`src/hw/rtl/via_pkg.sv`:
```
// Shared types and constants of the versatile interface adapter.
package via_pkg;

  typedef enum logic [2:0] {
    CMD_BUS_READ  = 3'd0,
    CMD_BUS_WRITE = 3'd1,
    CMD_TICK      = 3'd2,
    CMD_CA1_LEVEL = 3'd3,
    CMD_EXT_A     = 3'd4,
    CMD_EXT_B     = 3'd5
  } via_cmd_e;

  typedef enum logic [3:0] {
    REG_ORB   = 4'd0,
    REG_ORA   = 4'd1,
    REG_DDRB  = 4'd2,
    REG_DDRA  = 4'd3,
    REG_T1CL  = 4'd4,
    REG_T1CH  = 4'd5,
    REG_T1LL  = 4'd6,
    REG_T1LH  = 4'd7,
    REG_T2CL  = 4'd8,
    REG_T2CH  = 4'd9,
    REG_SR    = 4'd10,
    REG_ACR   = 4'd11,
    REG_PCR   = 4'd12,
    REG_IFR   = 4'd13,
    REG_IER   = 4'd14,
    REG_ORA_NH = 4'd15
  } via_reg_e;

  // Control line modes (PCR fields)
  localparam logic [2:0] MODE_PULSE = 3'b101;
  localparam logic [2:0] MODE_LOW   = 3'b110;
  localparam logic [2:0] MODE_HIGH  = 3'b111;

  localparam int FlagWidth = 7;
  localparam logic [FlagWidth-1:0] FLAG_CA2 = 7'h01;
  localparam logic [FlagWidth-1:0] FLAG_CA1 = 7'h02;
  localparam logic [FlagWidth-1:0] FLAG_SR  = 7'h04;
  localparam logic [FlagWidth-1:0] FLAG_CB1 = 7'h10;
  localparam logic [FlagWidth-1:0] FLAG_T2  = 7'h20;
  localparam logic [FlagWidth-1:0] FLAG_T1  = 7'h40;

  localparam int AcrFreeRunBit = 6;
  localparam logic [1:0] CA2_PULSE_TICKS = 2'd2;

  typedef struct packed {
    logic [2:0] command;
    logic [3:0] reg_addr;
    logic [7:0] write_data;
    logic [7:0] port_mask;
    logic       ca1_level;
  } item_t;

  typedef struct packed {
    logic [7:0] read_data;
    logic       irq_event;
    logic       ca2_drive;
    logic       ca2_level;
    logic       cb2_drive;
    logic       cb2_level;
    logic       portb_written;
    logic [7:0] portb_value;
    logic [7:0] shift_value;
  } result_t;

endpackage

```
`src/hw/rtl/via_in_stage.sv`:
```
// Input register: captures one item per transfer and holds it until the core takes it.
module via_in_stage (
  input  logic          clk_i,
  input  logic          rst_ni,
  input  logic          in_valid_i,
  output logic          in_ready_o,
  input  via_pkg::item_t item_i,
  input  logic          advance_i,
  output logic          valid_o,
  output via_pkg::item_t item_o
);
  import via_pkg::*;

  logic  valid_q, valid_d;
  item_t item_q;

  assign in_ready_o = !valid_q || advance_i;

  always_comb begin
    valid_d = valid_q;
    if (in_ready_o) begin
      valid_d = in_valid_i;
    end
  end

  always_ff @(posedge clk_i or negedge rst_ni) begin
    if (!rst_ni) begin
      valid_q <= 1'b0;
    end else begin
      valid_q <= valid_d;
    end
  end

  always_ff @(posedge clk_i) begin
    if (in_valid_i && in_ready_o) begin
      item_q <= item_i;
    end
  end

  assign valid_o = valid_q;
  assign item_o  = item_q;

endmodule

```
`src/hw/rtl/via_core.sv`:
```
// Register file, timer 1, control lines and interrupt flags; one item per enabled cycle.
module via_core (
  input  logic             clk_i,
  input  logic             rst_ni,
  input  logic             en_i,
  input  via_pkg::item_t   item_i,
  output via_pkg::result_t result_o
);
  import via_pkg::*;

  logic [7:0]           port_a_q, port_a_d;
  logic [7:0]           port_b_q, port_b_d;
  logic [7:0]           dir_a_q, dir_a_d;
  logic [7:0]           dir_b_q, dir_b_d;
  logic [15:0]          t1_count_q, t1_count_d;
  logic [15:0]          t1_latch_q, t1_latch_d;
  logic [15:0]          t2_count_q, t2_count_d;
  logic [7:0]           t2_latch_lo_q, t2_latch_lo_d;
  logic [7:0]           shift_q, shift_d;
  logic [7:0]           acr_q, acr_d;
  logic [7:0]           pcr_q, pcr_d;
  logic [FlagWidth-1:0] flags_q, flags_d;
  logic [7:0]           ier_q, ier_d;
  logic                 ca1_last_q, ca1_last_d;
  logic [1:0]           pulse_q, pulse_d;
  logic                 handshake;
  result_t              res;

  always_comb begin
    port_a_d      = port_a_q;
    port_b_d      = port_b_q;
    dir_a_d       = dir_a_q;
    dir_b_d       = dir_b_q;
    t1_count_d    = t1_count_q;
    t1_latch_d    = t1_latch_q;
    t2_count_d    = t2_count_q;
    t2_latch_lo_d = t2_latch_lo_q;
    shift_d       = shift_q;
    acr_d         = acr_q;
    pcr_d         = pcr_q;
    flags_d       = flags_q;
    ier_d         = ier_q;
    ca1_last_d    = ca1_last_q;
    pulse_d       = pulse_q;
    handshake     = 1'b0;
    res           = '0;

    if (en_i) begin
      unique case (via_cmd_e'(item_i.command))
        CMD_BUS_READ: begin
          unique case (via_reg_e'(item_i.reg_addr))
            REG_ORB: begin
              flags_d       = flags_q & ~FLAG_CB1;
              res.read_data = port_b_q;
            end
            REG_ORA: begin
              handshake     = 1'b1;
              res.read_data = port_a_q;
            end
            REG_DDRB:   res.read_data = dir_b_q;
            REG_DDRA:   res.read_data = dir_a_q;
            REG_T1CL:   res.read_data = t1_count_q[7:0];
            REG_T1CH:   res.read_data = t1_count_q[15:8];
            REG_T1LL:   res.read_data = t1_latch_q[7:0];
            REG_T1LH:   res.read_data = t1_latch_q[15:8];
            REG_T2CL:   res.read_data = t2_count_q[7:0];
            REG_T2CH:   res.read_data = t2_count_q[15:8];
            REG_SR:     res.read_data = shift_q;
            REG_ACR:    res.read_data = acr_q;
            REG_PCR:    res.read_data = pcr_q;
            REG_IFR:    res.read_data = (flags_q != '0) ? {1'b1, flags_q} : 8'd0;
            REG_IER:    res.read_data = ier_q;
            REG_ORA_NH: res.read_data = port_a_q;
            default:    res.read_data = port_a_q;
          endcase
        end
        CMD_BUS_WRITE: begin
          unique case (via_reg_e'(item_i.reg_addr))
            REG_ORB: begin
              port_b_d          = item_i.write_data;
              flags_d           = flags_q & ~FLAG_CB1;
              res.portb_written = 1'b1;
              res.portb_value   = item_i.write_data;
            end
            REG_ORA: begin
              port_a_d  = item_i.write_data;
              handshake = 1'b1;
            end
            REG_DDRB: dir_b_d = item_i.write_data;
            REG_DDRA: dir_a_d = item_i.write_data;
            REG_T1CL, REG_T1LL: t1_latch_d = {t1_latch_q[15:8], item_i.write_data};
            REG_T1CH: t1_count_d = {item_i.write_data, t1_count_q[7:0]};
            REG_T1LH: t1_latch_d = {item_i.write_data, t1_latch_q[7:0]};
            REG_T2CL: t2_latch_lo_d = item_i.write_data;
            REG_T2CH: begin
              t2_count_d = {item_i.write_data, t2_latch_lo_q};
              flags_d    = flags_q & ~FLAG_T2;
            end
            REG_SR: begin
              shift_d = item_i.write_data;
              flags_d = flags_q | FLAG_SR;
            end
            REG_ACR: acr_d = item_i.write_data;
            REG_PCR: begin
              pcr_d = item_i.write_data;
              if (item_i.write_data[7:5] == MODE_HIGH) begin
                res.cb2_drive = 1'b1;
                res.cb2_level = 1'b1;
              end else if (item_i.write_data[7:5] == MODE_LOW) begin
                res.cb2_drive = 1'b1;
              end
              if (item_i.write_data[3:1] == MODE_HIGH) begin
                res.ca2_drive = 1'b1;
                res.ca2_level = 1'b1;
              end else if (item_i.write_data[3:1] == MODE_LOW) begin
                res.ca2_drive = 1'b1;
              end
            end
            REG_IFR: flags_d = flags_q & ~item_i.write_data[FlagWidth-1:0];
            REG_IER: ier_d = item_i.write_data;
            default: port_a_d = item_i.write_data;
          endcase
        end
        CMD_TICK: begin
          if (acr_q[AcrFreeRunBit]) begin
            if (t1_count_q != 16'd0) begin
              t1_count_d = t1_count_q - 16'd1;
            end else begin
              flags_d       = flags_q | FLAG_T1;
              res.irq_event = |(FLAG_T1 & ier_q[FlagWidth-1:0]);
              t1_count_d    = t1_latch_q;
            end
          end else if (t1_count_q != 16'd0) begin
            t1_count_d = t1_count_q - 16'd1;
            if (t1_count_q == 16'd1) begin
              flags_d       = flags_q | FLAG_T1;
              res.irq_event = |(FLAG_T1 & ier_q[FlagWidth-1:0]);
            end
          end
          // release CA2 when the pulse runs out
          if (pulse_q != 2'd0) begin
            pulse_d = pulse_q - 2'd1;
            if (pulse_q == 2'd1) begin
              res.ca2_drive = 1'b1;
              res.ca2_level = 1'b1;
            end
          end
        end
        CMD_CA1_LEVEL: begin
          if ((pcr_q[0] && !ca1_last_q && item_i.ca1_level) ||
              (!pcr_q[0] && ca1_last_q && !item_i.ca1_level)) begin
            flags_d       = flags_q | FLAG_CA1;
            res.irq_event = |(FLAG_CA1 & ier_q[FlagWidth-1:0]);
          end
          ca1_last_d = item_i.ca1_level;
        end
        CMD_EXT_A: port_a_d = (port_a_q & ~item_i.port_mask) |
                              (item_i.write_data & item_i.port_mask);
        CMD_EXT_B: port_b_d = (port_b_q & ~item_i.port_mask) |
                              (item_i.write_data & item_i.port_mask);
        default: ;
      endcase

      // port A handshake: clear CA1/CA2 flags, start the CA2 pulse in pulse mode
      if (handshake) begin
        flags_d = flags_q & ~(FLAG_CA1 | FLAG_CA2);
        if (pcr_q[3:1] == MODE_PULSE) begin
          pulse_d       = CA2_PULSE_TICKS;
          res.ca2_drive = 1'b1;
          res.ca2_level = 1'b0;
        end
      end
    end

    res.shift_value = shift_d;
  end

  always_ff @(posedge clk_i or negedge rst_ni) begin
    if (!rst_ni) begin
      port_a_q      <= '0;
      port_b_q      <= '0;
      dir_a_q       <= '0;
      dir_b_q       <= '0;
      t1_count_q    <= '0;
      t1_latch_q    <= '0;
      t2_count_q    <= '0;
      t2_latch_lo_q <= '0;
      shift_q       <= '0;
      acr_q         <= '0;
      pcr_q         <= '0;
      flags_q       <= '0;
      ier_q         <= '0;
      ca1_last_q    <= 1'b1;
      pulse_q       <= '0;
    end else begin
      port_a_q      <= port_a_d;
      port_b_q      <= port_b_d;
      dir_a_q       <= dir_a_d;
      dir_b_q       <= dir_b_d;
      t1_count_q    <= t1_count_d;
      t1_latch_q    <= t1_latch_d;
      t2_count_q    <= t2_count_d;
      t2_latch_lo_q <= t2_latch_lo_d;
      shift_q       <= shift_d;
      acr_q         <= acr_d;
      pcr_q         <= pcr_d;
      flags_q       <= flags_d;
      ier_q         <= ier_d;
      ca1_last_q    <= ca1_last_d;
      pulse_q       <= pulse_d;
    end
  end

  assign result_o = res;

  a_ifr_read_keeps_flags : assert property (@(posedge clk_i) disable iff (!rst_ni)
    en_i && item_i.command == CMD_BUS_READ && item_i.reg_addr == REG_IFR
    |=> flags_q == $past(flags_q))
    else $error("IFR read changed the interrupt flags");

  a_irq_has_enabled_flag : assert property (@(posedge clk_i) disable iff (!rst_ni)
    en_i && res.irq_event |=> (flags_q & ier_q[FlagWidth-1:0]) != '0)
    else $error("irq_event without an enabled flag set");

  a_pulse_end_drives_high : assert property (@(posedge clk_i) disable iff (!rst_ni)
    en_i && item_i.command == CMD_TICK && pulse_q == 2'd1
    |-> res.ca2_drive && res.ca2_level && pulse_d == 2'd0)
    else $error("CA2 pulse end did not drive CA2 high");

  a_pulse_count_range : assert property (@(posedge clk_i) disable iff (!rst_ni)
    pulse_q != 2'd3)
    else $error("CA2 pulse count out of range");

endmodule

```
`src/hw/rtl/via_out_stage.sv`:
```
// Result register: holds one result until the downstream transfer.
module via_out_stage (
  input  logic             clk_i,
  input  logic             rst_ni,
  input  logic             load_i,
  input  via_pkg::result_t result_i,
  output logic             take_o,
  output logic             out_valid_o,
  input  logic             out_ready_i,
  output via_pkg::result_t result_o
);
  import via_pkg::*;

  logic    valid_q, valid_d;
  result_t result_q;

  // accept a new result when empty or when the held one leaves now
  assign take_o = !valid_q || out_ready_i;

  always_comb begin
    valid_d = valid_q;
    if (take_o) begin
      valid_d = load_i;
    end
  end

  always_ff @(posedge clk_i or negedge rst_ni) begin
    if (!rst_ni) begin
      valid_q <= 1'b0;
    end else begin
      valid_q <= valid_d;
    end
  end

  always_ff @(posedge clk_i) begin
    if (load_i && take_o) begin
      result_q <= result_i;
    end
  end

  assign out_valid_o = valid_q;
  assign result_o    = result_q;

endmodule

```
`src/hw/rtl/versatile_interface_adapter_unit.sv`:
```
// Top level of the versatile interface adapter (simplified 6522).
//
//   channel | direction | handshake                 | payload
//   --------+-----------+---------------------------+---------------------------------
//   in      | input     | in_valid_i / in_ready_o   | command, reg_addr, write_data,
//           |           |                           | port_mask, ca1_level
//   out     | output    | out_valid_o / out_ready_i | read_data, irq_event, ca2/cb2
//           |           |                           | drive and level, portb, shift
//
// One item per cycle while the output is not stalled: an item is held in the input
// register, then the core updates its state and loads the result register, and the
// result is on the output from there. Rate is set by the single core step per item.
// Reset is asynchronous and clears the core state and the valid bits (CA1 last level
// to one); the item and result data registers are not reset. A stalled output holds
// the result register; the input register keeps taking items while either stage has room.
module versatile_interface_adapter_unit (
  input  logic       clk_i,
  input  logic       rst_ni,
  input  logic       in_valid_i,
  output logic       in_ready_o,
  input  logic [2:0] command_i,
  input  logic [3:0] reg_addr_i,
  input  logic [7:0] write_data_i,
  input  logic [7:0] port_mask_i,
  input  logic       ca1_level_i,
  output logic       out_valid_o,
  input  logic       out_ready_i,
  output logic [7:0] read_data_o,
  output logic       irq_event_o,
  output logic       ca2_drive_o,
  output logic       ca2_level_o,
  output logic       cb2_drive_o,
  output logic       cb2_level_o,
  output logic       portb_written_o,
  output logic [7:0] portb_value_o,
  output logic [7:0] shift_value_o
);
  import via_pkg::*;

  item_t   in_item;
  item_t   stage_item;
  logic    stage_valid;
  logic    take;
  logic    advance;
  result_t core_result;
  result_t out_result;

  assign in_item.command    = command_i;
  assign in_item.reg_addr   = reg_addr_i;
  assign in_item.write_data = write_data_i;
  assign in_item.port_mask  = port_mask_i;
  assign in_item.ca1_level  = ca1_level_i;

  assign advance = stage_valid && take;

  via_in_stage u_in_stage (
    .clk_i      (clk_i),
    .rst_ni     (rst_ni),
    .in_valid_i (in_valid_i),
    .in_ready_o (in_ready_o),
    .item_i     (in_item),
    .advance_i  (advance),
    .valid_o    (stage_valid),
    .item_o     (stage_item)
  );

  via_core u_core (
    .clk_i    (clk_i),
    .rst_ni   (rst_ni),
    .en_i     (advance),
    .item_i   (stage_item),
    .result_o (core_result)
  );

  via_out_stage u_out_stage (
    .clk_i       (clk_i),
    .rst_ni      (rst_ni),
    .load_i      (stage_valid),
    .result_i    (core_result),
    .take_o      (take),
    .out_valid_o (out_valid_o),
    .out_ready_i (out_ready_i),
    .result_o    (out_result)
  );

  assign read_data_o     = out_result.read_data;
  assign irq_event_o     = out_result.irq_event;
  assign ca2_drive_o     = out_result.ca2_drive;
  assign ca2_level_o     = out_result.ca2_level;
  assign cb2_drive_o     = out_result.cb2_drive;
  assign cb2_level_o     = out_result.cb2_level;
  assign portb_written_o = out_result.portb_written;
  assign portb_value_o   = out_result.portb_value;
  assign shift_value_o   = out_result.shift_value;

endmodule
```
`config.mk`:
```
export PLATFORM = sky130hd
export DESIGN_NAME = versatile_interface_adapter_unit
export DESIGN_NICKNAME = d
export VERILOG_FILES = /design/src/hw/rtl/via_pkg.sv /design/src/hw/rtl/via_in_stage.sv /design/src/hw/rtl/via_core.sv /design/src/hw/rtl/via_out_stage.sv /design/src/hw/rtl/versatile_interface_adapter_unit.sv
export SDC_FILE = /design/constraint.sdc
export NUM_CORES = 1
export LEC_CHECK = 0
export BUFFER_PORTS_ARGS = -buffer_cell sky130_fd_sc_hd__buf_4
export CORE_MARGIN = 2
export CORE_UTILIZATION = 61
export CTS_BUF_LIST = sky130_fd_sc_hd__clkbuf_16
export CTS_CLUSTER_SIZE = 16
export DETAILED_ROUTE_END_ITERATION = 16
export GPL_ROUTABILITY_DRIVEN = 1
export MAX_ROUTING_LAYER = met4
export PLACE_DENSITY = 0.8
export RECOVER_POWER = 100
export REMOVE_ABC_BUFFERS = 1
export SYNTH_ARGS = -nofsm -noshare
export SYNTH_HDL_FRONTEND = slang
export SYNTH_HIERARCHICAL = 1
export SYNTH_SLANG_ARGS = --single-unit
export TNS_END_PERCENT = 20
```
`constraint.sdc`:
```
create_clock -name clk_i -period 2.95 [get_ports clk_i]
set_input_delay 0.59 -clock clk_i [delete_from_list [all_inputs] [get_ports clk_i]]
set_output_delay 0.59 -clock clk_i [all_outputs]
set_load 0.02 [all_outputs]
```
==> results by group <==
Yosys
  • Ys Warns: 6
  • Synthesized instance count: a little under 800
  • Sequential-to-total area share from yosys stat: 0.5473
  • Top-area cell type share of the netlist area: 0.3642
  • Largest cells by area after synthesis: dfrtp_1 (36%), edfxtp_1 (18%), mux2_2 (12%)
  • Post-synth top cells: dfrtp_1 (131), mux2_2 (95), o21ai_0 (73), nand2_1 (58), edfxtp_1 (54)
  • Count of cell types in the netlist: 77
  • Register bit total from synthesis: around 190
  • Synth Cell Area: 0.009001 mm2
  • Area leader, netlist: dfrtp_1
  • Mean post-synth cell area: 11.50 um2
  • EDFF count, synth: 54
  • Main synth FF type: dfrtp_1
  • Most common cell in the netlist: dfrtp_1
  • Post-synth ARST share: 0.7097

Detailed routing
  • Final WL: slightly below 30000 um
  • 1st-pass router iterations: 5
  • DRC: 0
  • DR vias/cell: between 7 and 8
  • Via count: 7411
  • Avg WL per Cell: around 28 um
  • Iteration-0 DRC Markers: 1093
  • Routed wl met3: 3125 um
  • Met2 wire length: between 10000 and 15000 um
  • Uppermost routed layer: met4
  • Antenna viol nets, final: 0
  • Wl on met1: around 11000 um

Worst setup path
  • Crit path DAT: approximately 3.2 ns
  • Req. time, crit path: around 3.3 ns
  • Setup crit end kind: flip-flop
  • Worst Setup Start Kind: flip-flop
  • CP max FO: 9
  • Crit path kind: flip-flop to flip-flop
  • CP Launch Point: u_in_stage/item_o[19]$_DFFE_PP_
  • Critical R2R Launch: u_in_stage/item_o[19]$_DFFE_PP_

Final layout
  • FILL cells: between 1000 and 1500
  • Syn-to-layout area delta: 12.57%
  • Area of the multi-input gates: 0.003754 mm2
  • Diode count: 0
  • Design area: between 0.01 and 0.015 mm2
  • Fin nets: 887
  • Share of cells above drive strength 1: 0.2241
  • Register Area: 0.004926 mm2

Pwr
  • Pwr per Cell Area: about 650 mW/mm2
  • Pwr Total: roughly 6600 uW
  • Peak supply drop: 0.4861 mV
  • Leak: 0.004261 uW

Timing
  • Skew final: roughly 0.0095 ns
  • Setup violators final: 0
  • Final TNS setup: 0 ns
  • Min Hold Slack: 0.3409 ns
  • Unrepaired setup endpoints after global routing: no
  • Tmin final: between 2 and 3 ns
  • Relative slew margins: -0.1433
  • Worst Tran Pin Value: 1.715 ns
  • Slew Viols, Final: 31
  • Tcrit/Tclk final: 0.9635
  • Hold Vio Cnt, Final: 0
  • F_max: roughly 350 MHz

Clock network
  • TritonCTS clock tree: built
  • Hold Buf Count CTS: 0
  • Post-CTS Resized: 0
  • CTS Root Cell: clkbuf_16
  • CTS Buf Count: 17
  • Reg clk slew, reported paths: roughly 0.070 ns
  • # clock sinks: between 150 and 200
  • Clock Latency Late Sink: 0.44 ns
  • # Post-CTS Setup Buffers: 0
  • CTS Buffer Depth: 2
  • Htree depth: 4

Flow run
  • Max Cap Viol: 1

Place
  • GPL Wtd Cong: 1.067
  • Post-DP HPWL: 20800 um
  • Number of port buffers: 59
  • Placed inst area: between 0.009 and 0.01 mm2

Floorplanning
  • Die Span Y: between 100 and 150 um
  • Starting Density: 0.6217
  • Core area: ~0.014 mm2
  • Io pins: 60
  • Std-Cell Rows: 44
  • Die area: ~0.016 mm2
  • Die Wd: 125.5 um

Global route
  • Number of global-route vias before repair: about 7400
  • Gr usage total: 0.3897
  • Antenna violations before repair: 0
  • Global-route wire length before repair: 44150 um
  • Largest net degree at the start of global routing: 48
  • GRT overflow: 0

Status
  • Outcome: complete, but fails checks
  • Failing checks: capacitance limit, slew limit

Worst hold path
  • Hold_sp: reg_addr_i[3]
  • Hold crit path type: input pin to flip-flop
## cell usage in the layout, fill, tap and decap left out, types with 6 or more instances in the layout
master / instances
nor4_1: 6
clkbuf_2: 7
nor3_1: 15
a22oi_1: 14
a21oi_1: 32
nand3_1: 24
nor2b_1: 12
mux2_2: 88
clkbuf_16: 17
clkbuf_4: 23
mux2_1: 7
inv_1: 16
and3_1: 8
a211oi_1: 6
and2_1: 8
o21ai_0: 73
nor2_1: 33
mux2i_1: 19
nand2_1: 58
edfxtp_1: 54
clkbuf_1: 44
a31oi_1: 9
nand2b_1: 8
buf_4: 28
nor3b_1: 7
dfrtp_1: 131
## layout make-up
type                       instances  area share
multi-input combinational        533      0.3705
timing repair buffer             104     0.06150
clock inverter                    15     0.01161
sequential                       186      0.4862
clock buffer                      17     0.04199
inverter                          15    0.005557
tap                              184     0.02272
## cell families after synthesis
| logic type | count (synthesis) | synth area share |
|---|---|---|
| mux | 114 | 0.1400 |
| buf+inv | 64 | 0.03030 |
| simple gates | 216 | 0.1341 |
| compound gates | 201 | 0.1455 |
| fa+ha+maj | 2 | 0.002780 |
| flops | 186 | 0.5473 |
## worst max-delay path, stage by stage (launching register included)
cell,delay [ns]
edfxtp_1,0.59
clkbuf_1,0.35
nand2b_1,0.26
clkbuf_2,0.20
nor2_1,0.51
nand2_1,0.16
clkbuf_1,0.29
mux2_2,0.35
## worst paths after layout
path / end / slack (ns) / cells after the start
max: u_core/t2_count_q[2]$_DFFE_PN0P_ / 0.11 / 7
min reg2reg: u_core/t2_latch_lo_q[1]$_DFFE_PN0P_ / 0.50 / 1
min in group asynchronous: u_core/t1_count_q[11]$_DFFE_PN0P_ / 0.38 / 1
min: u_in_stage/item_o[20]$_DFFE_PP_ / 0.34 / 1
max reg2reg: u_core/t2_count_q[2]$_DFFE_PN0P_ / 0.11 / 7
max in group asynchronous: u_core/ier_q[1]$_DFFE_PN0P_ / 0.73 / 2
## metal layers
metal	global-route usage	vias up
li1	-	3090
met1	0.4938	3661
met2	0.5870	542
met3	0.09628	118
met4	0.1987	0
met5	-	-
## state kept, by name, summed over array words and instances (netlist names), 16 cells and up, named ones only
signal / flops
u_core/t1_latch_q: 16
u_core/t1_count_q: 16
u_in_stage/item_o: 24
u_core/t2_count_q: 16
u_out_stage/result_o: 30
## where the power goes
part | internal, uW | total, uW | switching, uW
combinational | 419 | 1030 | 609
clock | 1090 | 2140 | 1050
sequential | 3000 | 3410 | 401
total | 4520 | 6580 | 2060
## stage by stage
step,instances,utilization,setup WS (ns)
finish,1054,0.6998,0.1076
floorplan,734,-,-0.02620
detailed placement,1022,0.6800,0.4337
global route,1054,0.6998,0.1013
global placement,1022,0.6800,0.5163
CTS,1054,0.7175,0.4284
Note: power is estimated with default switching activity, not from simulation.
